===== src/rtl/bsf_pkg.sv =====
// Shared types and constants for the BMP stream to framebuffer block.
// No dependencies; every other file in rtl/ depends on this package.
package bsf_pkg;

  // Default screen geometry
  localparam int SCREEN_WIDTH_DEF  = 800;
  localparam int SCREEN_HEIGHT_DEF = 480;

  // Field widths
  localparam int BYTE_W     = 8;
  localparam int DIM_W      = 16;
  localparam int COLOR_W    = 24;
  localparam int INDEX_W    = 19;
  localparam int ORIGIN_X_W = 10;
  localparam int ORIGIN_Y_W = 9;
  localparam int HDR_CNT_W  = 6;
  localparam int CFG_IDX_W  = 2;
  localparam int CFG_DATA_W = 10;

  // BMP header layout, byte offsets within the file
  localparam logic [HDR_CNT_W-1:0] HDR_BYTES    = 6'd54;
  localparam logic [HDR_CNT_W-1:0] HDR_WIDTH_LO = 6'd18;
  localparam logic [HDR_CNT_W-1:0] HDR_WIDTH_HI = 6'd19;
  localparam logic [HDR_CNT_W-1:0] HDR_HGT_LO   = 6'd22;
  localparam logic [HDR_CNT_W-1:0] HDR_HGT_HI   = 6'd23;
  localparam logic [HDR_CNT_W-1:0] HDR_BPP_LO   = 6'd28;
  localparam logic [HDR_CNT_W-1:0] HDR_BPP_HI   = 6'd29;
  localparam logic [BYTE_W-1:0]    BPP_32       = 8'd32;

  // Byte position inside one pixel
  typedef enum logic [1:0] {
    PX_BLUE  = 2'd0,
    PX_GREEN = 2'd1,
    PX_RED   = 2'd2,
    PX_PAD   = 2'd3
  } px_phase_t;

  // Configuration register indexes
  typedef enum logic [CFG_IDX_W-1:0] {
    CFG_ORIGIN_X = 2'd0,
    CFG_ORIGIN_Y = 2'd1
  } cfg_reg_t;

  // Pixel data carried from the parser to the address stage
  typedef struct packed {
    logic [COLOR_W-1:0] color;
    logic               last;
  } pix_payload_t;

endpackage


===== src/rtl/bsf_if.sv =====
// Valid/ready channel interfaces: file byte input, pixel write output and
// configuration write. Depends on bsf_pkg for field widths.
interface bsf_in_if;
  logic                        valid;
  logic                        ready;
  logic [bsf_pkg::BYTE_W-1:0]  file_byte;
  logic                        start_of_file;
  modport source (output valid, file_byte, start_of_file, input ready);
  modport sink   (input valid, file_byte, start_of_file, output ready);
endinterface

interface bsf_out_if;
  logic                         valid;
  logic                         ready;
  logic [bsf_pkg::INDEX_W-1:0]  pixel_index;
  logic [bsf_pkg::COLOR_W-1:0]  color;
  logic                         last_pixel;
  modport source (output valid, pixel_index, color, last_pixel, input ready);
  modport sink   (input valid, pixel_index, color, last_pixel, output ready);
endinterface

interface bsf_cfg_if;
  logic                            valid;
  logic                            ready;
  logic [bsf_pkg::CFG_IDX_W-1:0]   index;
  logic [bsf_pkg::CFG_DATA_W-1:0]  data;
  modport source (output valid, index, data, input ready);
  modport sink   (input valid, index, data, output ready);
endinterface


===== src/rtl/bmp_stream_to_framebuffer.sv =====
// Top level of the BMP stream to framebuffer block: configuration registers,
// parser and address stage. Depends on bsf_pkg, bsf_if, bsf_parser, bsf_addr.
//
// Usage:
//   in_bus  - one BMP file byte per request, start_of_file on byte 0 of a file.
//   out_bus - one framebuffer write per on-screen pixel: pixel_index,
//             color (red, green, blue) and last_pixel on the image's end.
//   cfg_bus - register writes: index 0 origin_x, index 1 origin_y. Always
//             ready; write only while no pixel is in flight.
// Throughput: one byte per cycle while out_bus is not stalled. Each byte needs one pass through
//   the parser (counters and a 17-bit add/compare) and each pixel one pass
//   through the address stage (row times constant screen width plus column).
// Path: once its red byte is accepted, a pixel is held in the pixel stage
//   and then in the output register, which drives out_bus.
// Reset: clears the origin and all parse state; the stream is parsed as if a
//   file had just begun. Nothing is pending on out_bus after reset.
// Stall: with out_bus stalled the output register and the pixel stage still
//   hold two pixels; in_bus.ready drops only when both are full.
module bmp_stream_to_framebuffer #(
  parameter int SCREEN_WIDTH  = bsf_pkg::SCREEN_WIDTH_DEF,
  parameter int SCREEN_HEIGHT = bsf_pkg::SCREEN_HEIGHT_DEF
) (
  input  logic     clk,
  input  logic     rst_n,
  bsf_in_if.sink   in_bus,
  bsf_out_if.source out_bus,
  bsf_cfg_if.sink  cfg_bus
);
  import bsf_pkg::*;

  localparam int XW = $clog2(SCREEN_WIDTH);
  localparam int YW = $clog2(SCREEN_HEIGHT);

  logic [ORIGIN_X_W-1:0] origin_x_r;
  logic [ORIGIN_Y_W-1:0] origin_y_r;
  logic                  pix_valid;
  logic                  pix_ready;
  logic [XW-1:0]         pix_x;
  logic [YW-1:0]         pix_y;
  pix_payload_t          pix_data;

  // Configuration registers
  assign cfg_bus.ready = 1'b1;

  always_ff @(posedge clk) begin
    if (!rst_n) begin
      origin_x_r <= '0;
      origin_y_r <= '0;
    end else if (cfg_bus.valid) begin
      unique case (cfg_bus.index)
        CFG_ORIGIN_X: origin_x_r <= cfg_bus.data[ORIGIN_X_W-1:0];
        CFG_ORIGIN_Y: origin_y_r <= cfg_bus.data[ORIGIN_Y_W-1:0];
        default:      ;
      endcase
    end
  end

  bsf_parser #(
    .SCREEN_WIDTH  (SCREEN_WIDTH),
    .SCREEN_HEIGHT (SCREEN_HEIGHT)
  ) u_parser (
    .clk           (clk),
    .rst_n         (rst_n),
    .in_valid      (in_bus.valid),
    .in_ready      (in_bus.ready),
    .file_byte     (in_bus.file_byte),
    .start_of_file (in_bus.start_of_file),
    .origin_x      (origin_x_r),
    .origin_y      (origin_y_r),
    .pix_valid     (pix_valid),
    .pix_ready     (pix_ready),
    .pix_x         (pix_x),
    .pix_y         (pix_y),
    .pix_data      (pix_data)
  );

  bsf_addr #(
    .SCREEN_WIDTH  (SCREEN_WIDTH),
    .SCREEN_HEIGHT (SCREEN_HEIGHT)
  ) u_addr (
    .clk         (clk),
    .rst_n       (rst_n),
    .pix_valid   (pix_valid),
    .pix_ready   (pix_ready),
    .pix_x       (pix_x),
    .pix_y       (pix_y),
    .pix_data    (pix_data),
    .out_valid   (out_bus.valid),
    .out_ready   (out_bus.ready),
    .pixel_index (out_bus.pixel_index),
    .color       (out_bus.color),
    .last_pixel  (out_bus.last_pixel)
  );

  // Input backpressure comes only from a full pipeline behind a stalled output
  a_ready_only_on_stall: assert property (@(posedge clk) disable iff (!rst_n)
    !in_bus.ready |-> (out_bus.valid && !out_bus.ready && pix_valid))
    else $error("input stalled while the pipeline had room");

  // A start mark is a header byte and never yields a pixel
  a_start_no_pixel: assert property (@(posedge clk) disable iff (!rst_n)
    (in_bus.valid && in_bus.ready && in_bus.start_of_file) |=> !pix_valid)
    else $error("pixel produced from a start-of-file byte");

  // Every write lands inside the framebuffer
  a_index_on_screen: assert property (@(posedge clk) disable iff (!rst_n)
    out_bus.valid |-> ((SCREEN_WIDTH * SCREEN_HEIGHT > (1 << INDEX_W)) ||
      (int'(out_bus.pixel_index) < SCREEN_WIDTH * SCREEN_HEIGHT)))
    else $error("pixel index beyond the framebuffer");

endmodule


===== src/rtl/bsf_parser.sv =====
// Header and pixel parser: walks the byte stream, assembles pixels, maps
// them to screen coordinates and holds them in the pixel stage register.
// Depends on bsf_pkg.
module bsf_parser #(
  parameter int SCREEN_WIDTH  = bsf_pkg::SCREEN_WIDTH_DEF,
  parameter int SCREEN_HEIGHT = bsf_pkg::SCREEN_HEIGHT_DEF
) (
  input  logic                                clk,
  input  logic                                rst_n,
  input  logic                                in_valid,
  output logic                                in_ready,
  input  logic [bsf_pkg::BYTE_W-1:0]          file_byte,
  input  logic                                start_of_file,
  input  logic [bsf_pkg::ORIGIN_X_W-1:0]      origin_x,
  input  logic [bsf_pkg::ORIGIN_Y_W-1:0]      origin_y,
  output logic                                pix_valid,
  input  logic                                pix_ready,
  output logic [$clog2(SCREEN_WIDTH)-1:0]     pix_x,
  output logic [$clog2(SCREEN_HEIGHT)-1:0]    pix_y,
  output bsf_pkg::pix_payload_t               pix_data
);
  import bsf_pkg::*;

  localparam int XW = $clog2(SCREEN_WIDTH);
  localparam int YW = $clog2(SCREEN_HEIGHT);
  localparam int SW = DIM_W + 1;  // screen sums before the range check

  // Parse state
  logic [HDR_CNT_W-1:0] hdr_cnt_r, hdr_cnt_nxt, hdr_cnt_c;
  logic [DIM_W-1:0]     width_r, width_nxt, width_c;
  logic [DIM_W-1:0]     height_r, height_nxt, height_c;
  logic                 depth32_r, depth32_nxt, depth32_c;
  px_phase_t            phase_r, phase_nxt, phase_c;
  logic [BYTE_W-1:0]    blue_r, blue_nxt, blue_c;
  logic [BYTE_W-1:0]    green_r, green_nxt, green_c;
  logic [DIM_W-1:0]     col_r, col_nxt, col_c;
  logic [DIM_W-1:0]     row_r, row_nxt, row_c;
  logic                 done_r, done_nxt, done_c;

  // Pixel stage
  logic                 pix_valid_r;
  logic [XW-1:0]        pix_x_r;
  logic [YW-1:0]        pix_y_r;
  pix_payload_t         pix_data_r;

  logic                 accept;
  logic                 emit;
  logic                 is_red;
  logic                 last;
  logic [SW-1:0]        sx_full, sy_full, col_inc;
  logic [DIM_W-1:0]     flip_row;

  assign in_ready = !pix_valid_r || pix_ready;
  assign accept   = in_valid && in_ready;

  // A start mark clears parsing before its byte is used
  always_comb begin
    hdr_cnt_c = start_of_file ? '0 : hdr_cnt_r;
    width_c   = start_of_file ? '0 : width_r;
    height_c  = start_of_file ? '0 : height_r;
    depth32_c = start_of_file ? 1'b0 : depth32_r;
    phase_c   = start_of_file ? PX_BLUE : phase_r;
    blue_c    = start_of_file ? '0 : blue_r;
    green_c   = start_of_file ? '0 : green_r;
    col_c     = start_of_file ? '0 : col_r;
    row_c     = start_of_file ? '0 : row_r;
    done_c    = start_of_file ? 1'b0 : done_r;
  end

  // Screen mapping: rows flipped, then offset by the origin
  always_comb begin
    flip_row = height_c - DIM_W'(1) - row_c;
    sx_full  = SW'(origin_x) + SW'(col_c);
    sy_full  = SW'(origin_y) + SW'(flip_row);
    col_inc  = SW'(col_c) + SW'(1);
    last     = (col_c == width_c - DIM_W'(1)) && (row_c == height_c - DIM_W'(1));
    emit     = (sx_full < SW'(SCREEN_WIDTH)) && (sy_full < SW'(SCREEN_HEIGHT));
  end

  // Next parse state
  always_comb begin
    hdr_cnt_nxt = hdr_cnt_c;
    width_nxt   = width_c;
    height_nxt  = height_c;
    depth32_nxt = depth32_c;
    phase_nxt   = phase_c;
    blue_nxt    = blue_c;
    green_nxt   = green_c;
    col_nxt     = col_c;
    row_nxt     = row_c;
    done_nxt    = done_c;
    is_red      = 1'b0;
    if (hdr_cnt_c < HDR_BYTES) begin
      hdr_cnt_nxt = hdr_cnt_c + HDR_CNT_W'(1);
      case (hdr_cnt_c)
        HDR_WIDTH_LO: width_nxt   = {width_c[DIM_W-1:BYTE_W], file_byte};
        HDR_WIDTH_HI: width_nxt   = {file_byte, width_c[BYTE_W-1:0]};
        HDR_HGT_LO:   height_nxt  = {height_c[DIM_W-1:BYTE_W], file_byte};
        HDR_HGT_HI:   height_nxt  = {file_byte, height_c[BYTE_W-1:0]};
        HDR_BPP_LO:   depth32_nxt = (file_byte == BPP_32);
        HDR_BPP_HI:   depth32_nxt = depth32_c && (file_byte == '0);
        default:      ;
      endcase
    end else if (!done_c && width_c != '0 && height_c != '0) begin
      case (phase_c)
        PX_BLUE: begin
          blue_nxt  = file_byte;
          phase_nxt = PX_GREEN;
        end
        PX_GREEN: begin
          green_nxt = file_byte;
          phase_nxt = PX_RED;
        end
        PX_PAD: phase_nxt = PX_BLUE;
        default: begin
          // red byte completes the pixel
          is_red    = 1'b1;
          phase_nxt = depth32_c ? PX_PAD : PX_BLUE;
          if (col_inc >= SW'(width_c)) begin
            col_nxt = '0;
            row_nxt = row_c + DIM_W'(1);
          end else begin
            col_nxt = col_inc[DIM_W-1:0];
          end
          if (last) begin
            done_nxt  = 1'b1;
            phase_nxt = PX_BLUE;
          end
        end
      endcase
    end
  end

  // Parse state registers
  always_ff @(posedge clk) begin
    if (!rst_n) begin
      hdr_cnt_r <= '0;
      width_r   <= '0;
      height_r  <= '0;
      depth32_r <= 1'b0;
      phase_r   <= PX_BLUE;
      blue_r    <= '0;
      green_r   <= '0;
      col_r     <= '0;
      row_r     <= '0;
      done_r    <= 1'b0;
    end else if (accept) begin
      hdr_cnt_r <= hdr_cnt_nxt;
      width_r   <= width_nxt;
      height_r  <= height_nxt;
      depth32_r <= depth32_nxt;
      phase_r   <= phase_nxt;
      blue_r    <= blue_nxt;
      green_r   <= green_nxt;
      col_r     <= col_nxt;
      row_r     <= row_nxt;
      done_r    <= done_nxt;
    end
  end

  // Pixel stage register; off-screen pixels never enter it
  always_ff @(posedge clk) begin
    if (!rst_n) begin
      pix_valid_r <= 1'b0;
    end else if (in_ready) begin
      pix_valid_r <= accept && is_red && emit;
    end
  end

  always_ff @(posedge clk) begin
    if (accept) begin
      pix_x_r          <= sx_full[XW-1:0];
      pix_y_r          <= sy_full[YW-1:0];
      pix_data_r.color <= {file_byte, green_c, blue_c};
      pix_data_r.last  <= last;
    end
  end

  assign pix_valid = pix_valid_r;
  assign pix_x     = pix_x_r;
  assign pix_y     = pix_y_r;
  assign pix_data  = pix_data_r;

endmodule


===== src/rtl/bsf_addr.sv =====
// Address stage: turns screen coordinates into a framebuffer word index
// and holds the result in the output register. Depends on bsf_pkg.
module bsf_addr #(
  parameter int SCREEN_WIDTH  = bsf_pkg::SCREEN_WIDTH_DEF,
  parameter int SCREEN_HEIGHT = bsf_pkg::SCREEN_HEIGHT_DEF
) (
  input  logic                                clk,
  input  logic                                rst_n,
  input  logic                                pix_valid,
  output logic                                pix_ready,
  input  logic [$clog2(SCREEN_WIDTH)-1:0]     pix_x,
  input  logic [$clog2(SCREEN_HEIGHT)-1:0]    pix_y,
  input  bsf_pkg::pix_payload_t               pix_data,
  output logic                                out_valid,
  input  logic                                out_ready,
  output logic [bsf_pkg::INDEX_W-1:0]         pixel_index,
  output logic [bsf_pkg::COLOR_W-1:0]         color,
  output logic                                last_pixel
);
  import bsf_pkg::*;

  localparam int XW = $clog2(SCREEN_WIDTH);
  localparam int YW = $clog2(SCREEN_HEIGHT);
  localparam int IW = XW + YW;  // holds any row * width + column on screen

  logic               out_valid_r;
  logic [INDEX_W-1:0] index_r;
  logic [COLOR_W-1:0] color_r;
  logic               last_r;
  logic [IW-1:0]      index_full;

  assign pix_ready = !out_valid_r || out_ready;

  // Constant-stride address
  assign index_full = IW'(pix_y) * IW'(SCREEN_WIDTH) + IW'(pix_x);

  always_ff @(posedge clk) begin
    if (!rst_n) begin
      out_valid_r <= 1'b0;
    end else if (pix_ready) begin
      out_valid_r <= pix_valid;
    end
  end

  always_ff @(posedge clk) begin
    if (pix_ready && pix_valid) begin
      index_r <= INDEX_W'(index_full);
      color_r <= pix_data.color;
      last_r  <= pix_data.last;
    end
  end

  assign out_valid   = out_valid_r;
  assign pixel_index = index_r;
  assign color       = color_r;
  assign last_pixel  = last_r;

endmodule


===== src/flat_wrapper.sv =====
// flat-port wrapper written by rule: the top's interface ports become plain ports
module bmp_stream_to_framebuffer_flat import bsf_pkg::*;
#(
  parameter int SCREEN_WIDTH  = bsf_pkg::SCREEN_WIDTH_DEF,
  parameter int SCREEN_HEIGHT = bsf_pkg::SCREEN_HEIGHT_DEF
)
  (clk, rst_n, in_bus_valid, in_bus_file_byte, in_bus_start_of_file, in_bus_ready, out_bus_valid, out_bus_pixel_index, out_bus_color, out_bus_last_pixel, out_bus_ready, cfg_bus_valid, cfg_bus_index, cfg_bus_data, cfg_bus_ready);
  bsf_in_if in_bus_i ();
  bsf_out_if out_bus_i ();
  bsf_cfg_if cfg_bus_i ();
  input  logic clk;
  input  logic rst_n;
  input wire logic [$bits(in_bus_i.valid)-1:0] in_bus_valid;
  input wire logic [$bits(in_bus_i.file_byte)-1:0] in_bus_file_byte;
  input wire logic [$bits(in_bus_i.start_of_file)-1:0] in_bus_start_of_file;
  output wire logic [$bits(in_bus_i.ready)-1:0] in_bus_ready;
  output wire logic [$bits(out_bus_i.valid)-1:0] out_bus_valid;
  output wire logic [$bits(out_bus_i.pixel_index)-1:0] out_bus_pixel_index;
  output wire logic [$bits(out_bus_i.color)-1:0] out_bus_color;
  output wire logic [$bits(out_bus_i.last_pixel)-1:0] out_bus_last_pixel;
  input wire logic [$bits(out_bus_i.ready)-1:0] out_bus_ready;
  input wire logic [$bits(cfg_bus_i.valid)-1:0] cfg_bus_valid;
  input wire logic [$bits(cfg_bus_i.index)-1:0] cfg_bus_index;
  input wire logic [$bits(cfg_bus_i.data)-1:0] cfg_bus_data;
  output wire logic [$bits(cfg_bus_i.ready)-1:0] cfg_bus_ready;
  assign in_bus_i.valid = in_bus_valid;
  assign in_bus_i.file_byte = in_bus_file_byte;
  assign in_bus_i.start_of_file = in_bus_start_of_file;
  assign in_bus_ready = in_bus_i.ready;
  assign out_bus_valid = out_bus_i.valid;
  assign out_bus_pixel_index = out_bus_i.pixel_index;
  assign out_bus_color = out_bus_i.color;
  assign out_bus_last_pixel = out_bus_i.last_pixel;
  assign out_bus_i.ready = out_bus_ready;
  assign cfg_bus_i.valid = cfg_bus_valid;
  assign cfg_bus_i.index = cfg_bus_index;
  assign cfg_bus_i.data = cfg_bus_data;
  assign cfg_bus_ready = cfg_bus_i.ready;
  bmp_stream_to_framebuffer #(.SCREEN_WIDTH(SCREEN_WIDTH), .SCREEN_HEIGHT(SCREEN_HEIGHT)) u_core (.clk(clk), .rst_n(rst_n), .in_bus(in_bus_i), .out_bus(out_bus_i), .cfg_bus(cfg_bus_i));
endmodule

===== config.mk =====
export PLATFORM = sky130hd
export DESIGN_NAME = bmp_stream_to_framebuffer_flat
export DESIGN_NICKNAME = d
export VERILOG_FILES = /design/src/rtl/bsf_pkg.sv /design/src/rtl/bsf_if.sv /design/src/rtl/bmp_stream_to_framebuffer.sv /design/src/rtl/bsf_parser.sv /design/src/rtl/bsf_addr.sv /design/src/flat_wrapper.sv
export SDC_FILE = /design/constraint.sdc
export NUM_CORES = 1
export LEC_CHECK = 0
export ABC_CLOCK_PERIOD_IN_PS = 13100
export BUFFER_PORTS_ARGS = -buffer_cell sky130_fd_sc_hd__clkbuf_2
export CAP_MARGIN = 10
export CORE_ASPECT_RATIO = 0.6
export CORE_MARGIN = 1
export CORE_UTILIZATION = 50
export DETAILED_ROUTE_END_ITERATION = 10
export GPL_ROUTABILITY_DRIVEN = 0
export GPL_TIMING_DRIVEN = 0
export HOLD_SLACK_MARGIN = 0.06
export PLACE_DENSITY = 0.68
export SYNTH_ARGS = -nofsm -noshare
export SYNTH_HDL_FRONTEND = slang
export SYNTH_SLANG_ARGS = --single-unit
export TNS_END_PERCENT = 10

===== constraint.sdc =====
create_clock -name clk -period 13.1 [get_ports clk]
set_input_delay 1.965 -clock clk [delete_from_list [all_inputs] [get_ports clk]]
set_output_delay 1.965 -clock clk [all_outputs]
set_load 0.1 [all_outputs]

==> results_dict.tcl <==
set metrics [dict create \
    reg2reg_slack_ns 7.71 \
    dieWidth_um 204 \
    wirelength_um 33500 \
    post_cts_buffers 0 \
    path_clk_slew_ns 0.07 \
    synth_cells 1295 \
    clkSinkCount 199 \
    top_layer_used "met4" \
    synth_flop_cell "dfxtp_1" \
    post-route-period-util_pct 69.1 \
    min_from "u_core.u_parser.pix_data[13]" \
    crit_fanout 10 \
    p_leak_nw 5.26 \
    drc 0 \
    die_h_um 123 \
    synth_area_um2 12200 \
    cts_tree "yes" \
    ys_seq_area_share_pct 39.9 \
    ant_nets 0 \
    synth_fp_nets 1423 \
    ys_types 78 \
    drive_gt1_share_pct 10.1 \
    finalSetupTns_ns 0 \
    p_seq_share_pct 45.7 \
    cts_hold_buf 0 \
    start_kind "input port" \
    rsz0062_at_grt "no" \
    synth_seq_cells 199 \
    maxCapViolations 0 \
    nNetsFinal 1514 \
    dp_hpwl_um 25800 \
    endpoint_kind "flop" \
    path_class "input port to flop" \
    async_reset_ff_share_pct 0 \
    cts_buffer_depth 2 \
    syn_area_per_cell_um2 9.41 \
    max_freq_mhz 111 \
    via_count 10200 \
    grt_max_degree 29 \
    area_growth_pct 11.5 \
    switchingPower_mw 0.415 \
    synth_edf_count 88 \
    dr_wl_met2_um 12700 \
    utilization_pct 57.8 \
    antenna_found_initial 1 \
    die_area_um2 25000 \
    pin_count 73 \
    core_area_um2 23500 \
    vias_per_cell 5.97 \
    clockPowerShare_pct 37.0 \
    intPower_mw 1.07 \
    grt_pass1_vias 9316 \
    cts_root_buffer "clkbuf_16" \
    timing.rr.start "u_core.u_parser.col_r[0]" \
    yosysWarnings 0 \
    setup_viol 0 \
    start_util_pct 51.8 \
    grt_pass1_wl_um 52200 \
    min_period_ns 9.05 \
    crit_start "in_bus_start_of_file" \
    wl_met3_um 3790 \
    io_buffers 70 \
    arrival_ns 9.40 \
    status "complete, no violations" \
    power_density_nw_per_um2 109 \
    hold_viol_final 0 \
    drt-wirelength-per-cell_um 19.6 \
    hold_path_class "flop to flop" \
    grt_use_total_pct 27.7 \
    combPwrFrac_pct 17.4 \
    crit_required_ns 13.45 \
    vdd_ir_drop_max_v 0.0000650 \
    gr-total-overflow 0 \
    relSlewSlack_pct 46.1 \
    first_pass_iters 6 \
    worst_pin_slew_ns 0.801 \
    wl_met1_um 16700 \
    clk_latency_ns 0.46 \
    cts_buffers 17 \
    finClkSkew_ns 0.0134 \
    p_sw_share_pct 28.0 \
    num_antenna_cells 0 \
    htreeDepth 4 \
    drtIter0Drc 1060 \
    row_count 43 \
    maxSlewViolCount 0 \
    fill_cells 2081 \
    post_cts_resized 0 \
]
-- synthesized netlist by cell type (31+ instances only) --
library cell	number	share of area [%]
nand3_1	46	1.9
inv_1	57	1.8
xor2_1	31	2.2
nand2_1	120	3.7
dfxtp_1	111	18
a22oi_1	54	3.3
a21oi_1	45	1.8
nor2_1	79	2.4
xnor2_1	50	3.6
nor2b_1	115	5.9
edfxtp_1	88	22
clkbuf_1	41	1.3
ha_1	94	9.6
o21ai_0	39	1.6
-- power groups by stage --
stage / clock network, mW / registers (mW) / logic (mW)
2_1_floorplan: 0 / 0.689 / 0.192
3_3_place_gp: 0 / 0.693 / 0.247
3_5_place_dp: 0 / 0.692 / 0.255
4_1_cts: 0.560 / 0.678 / 0.256
5_1_grt: 0.584 / 0.679 / 0.290
6_report: 0.549 / 0.678 / 0.258
-- sequential cells by signal, indices dropped and copies added (netlist names), 10 cells and up --
name                       count
u_core.origin_x_r             10
u_core.u_addr.color           24
u_core.u_addr.pixel_index     19
u_core.u_parser.col_r         16
u_core.u_parser.height_r      16
u_core.u_parser.pix_data      25
u_core.u_parser.pix_x         10
u_core.u_parser.row_r         16
u_core.u_parser.width_r       16
-- final cells by class --
cell class,instances,area [um^2],area share (%)
timing repair buffer,72,390,2.87
inverter,59,221,1.63
multi-input combinational,986,6910,50.8
sequential,199,4860,35.8
tap,315,394,2.90
clock inverter,14,159,1.17
clock buffer,18,450,3.31
buffer,51,203,1.49
-- kinds of logic (layout without fill, tap and decap cells) --
family	count (synthesis)	in the layout	synth area share, %
AND/OR/NAND/NOR	499	499	21.8
AO/OA/AOI/OAI	270	270	15.2
flip-flops	199	199	39.9
buffers and inverters	110	214	3.47
adder cells (fa/ha/maj)	102	102	11.0
XOR/XNOR	81	81	5.82
multiplexers	33	33	2.75
other	1	1	0.0308
-- layer usage --
layer	vias up	GRT usage (%)
li1	4857	-
met1	4871	43.4
met2	472	36.5
met3	32	8.01
met4	0	6.34
met5	-	0
-- worst max-delay path, stage by stage --
cell and delay (ns):
clkbuf_2 0.23, clkbuf_1 0.37, buf_2 0.37, buf_1 0.59, clkbuf_1 0.68, clkbuf_1 0.69
nor2b_1 0.24, ha_1 0.31, and3_1 0.21, and3_1 0.24, and3_1 0.22, nand3_1 0.25
o21ai_0 0.14, a21oi_1 0.19, ha_1 0.28, and4_1 0.19, nand2b_1 0.10, nor3_1 0.07
a211oi_1 0.24, o221ai_1 0.35, buf_2 0.36, nor2_2 0.45, nand3_1 0.29, o31ai_1 0.35
-- per-stage QoR --
stage,setup slack (ns),area [um^2],cells,power (mW),hold slack (ns)
floorplan,6.46,12200,1295,0.882,0.400
global placement,4.07,12900,1680,0.940,0.401
detailed placement,3.98,13000,1682,0.947,0.405
CTS,4.45,13600,1714,1.49,0.421
global route,3.82,13600,1714,1.55,0.426
finish,4.05,13600,1714,1.49,0.420
-- layout by cell type (no fill, tap or decap), drive strengths merged, types with 50 or more instances in the layout --
cell type	netlist	layout
nor2b	115	115
a22oi	54	54
o21ai	52	52
clkbuf	41	129
nor2	80	80
ha	94	94
nand2	120	120
dfxtp	111	111
xnor2	50	50
edfxtp	88	88
inv	58	63
-- final timing paths --
path | endpoint | depth (start not counted)
hold reg to reg | u_core.u_addr.color[12] | 0
hold / removal | u_core.u_addr.color[12] | 0
setup / recovery | u_core.u_parser.col_r[2] | 24
setup reg to reg | u_core.u_parser.col_r[2] | 18
No activity file was read; power rests on OpenSTA's default activity.
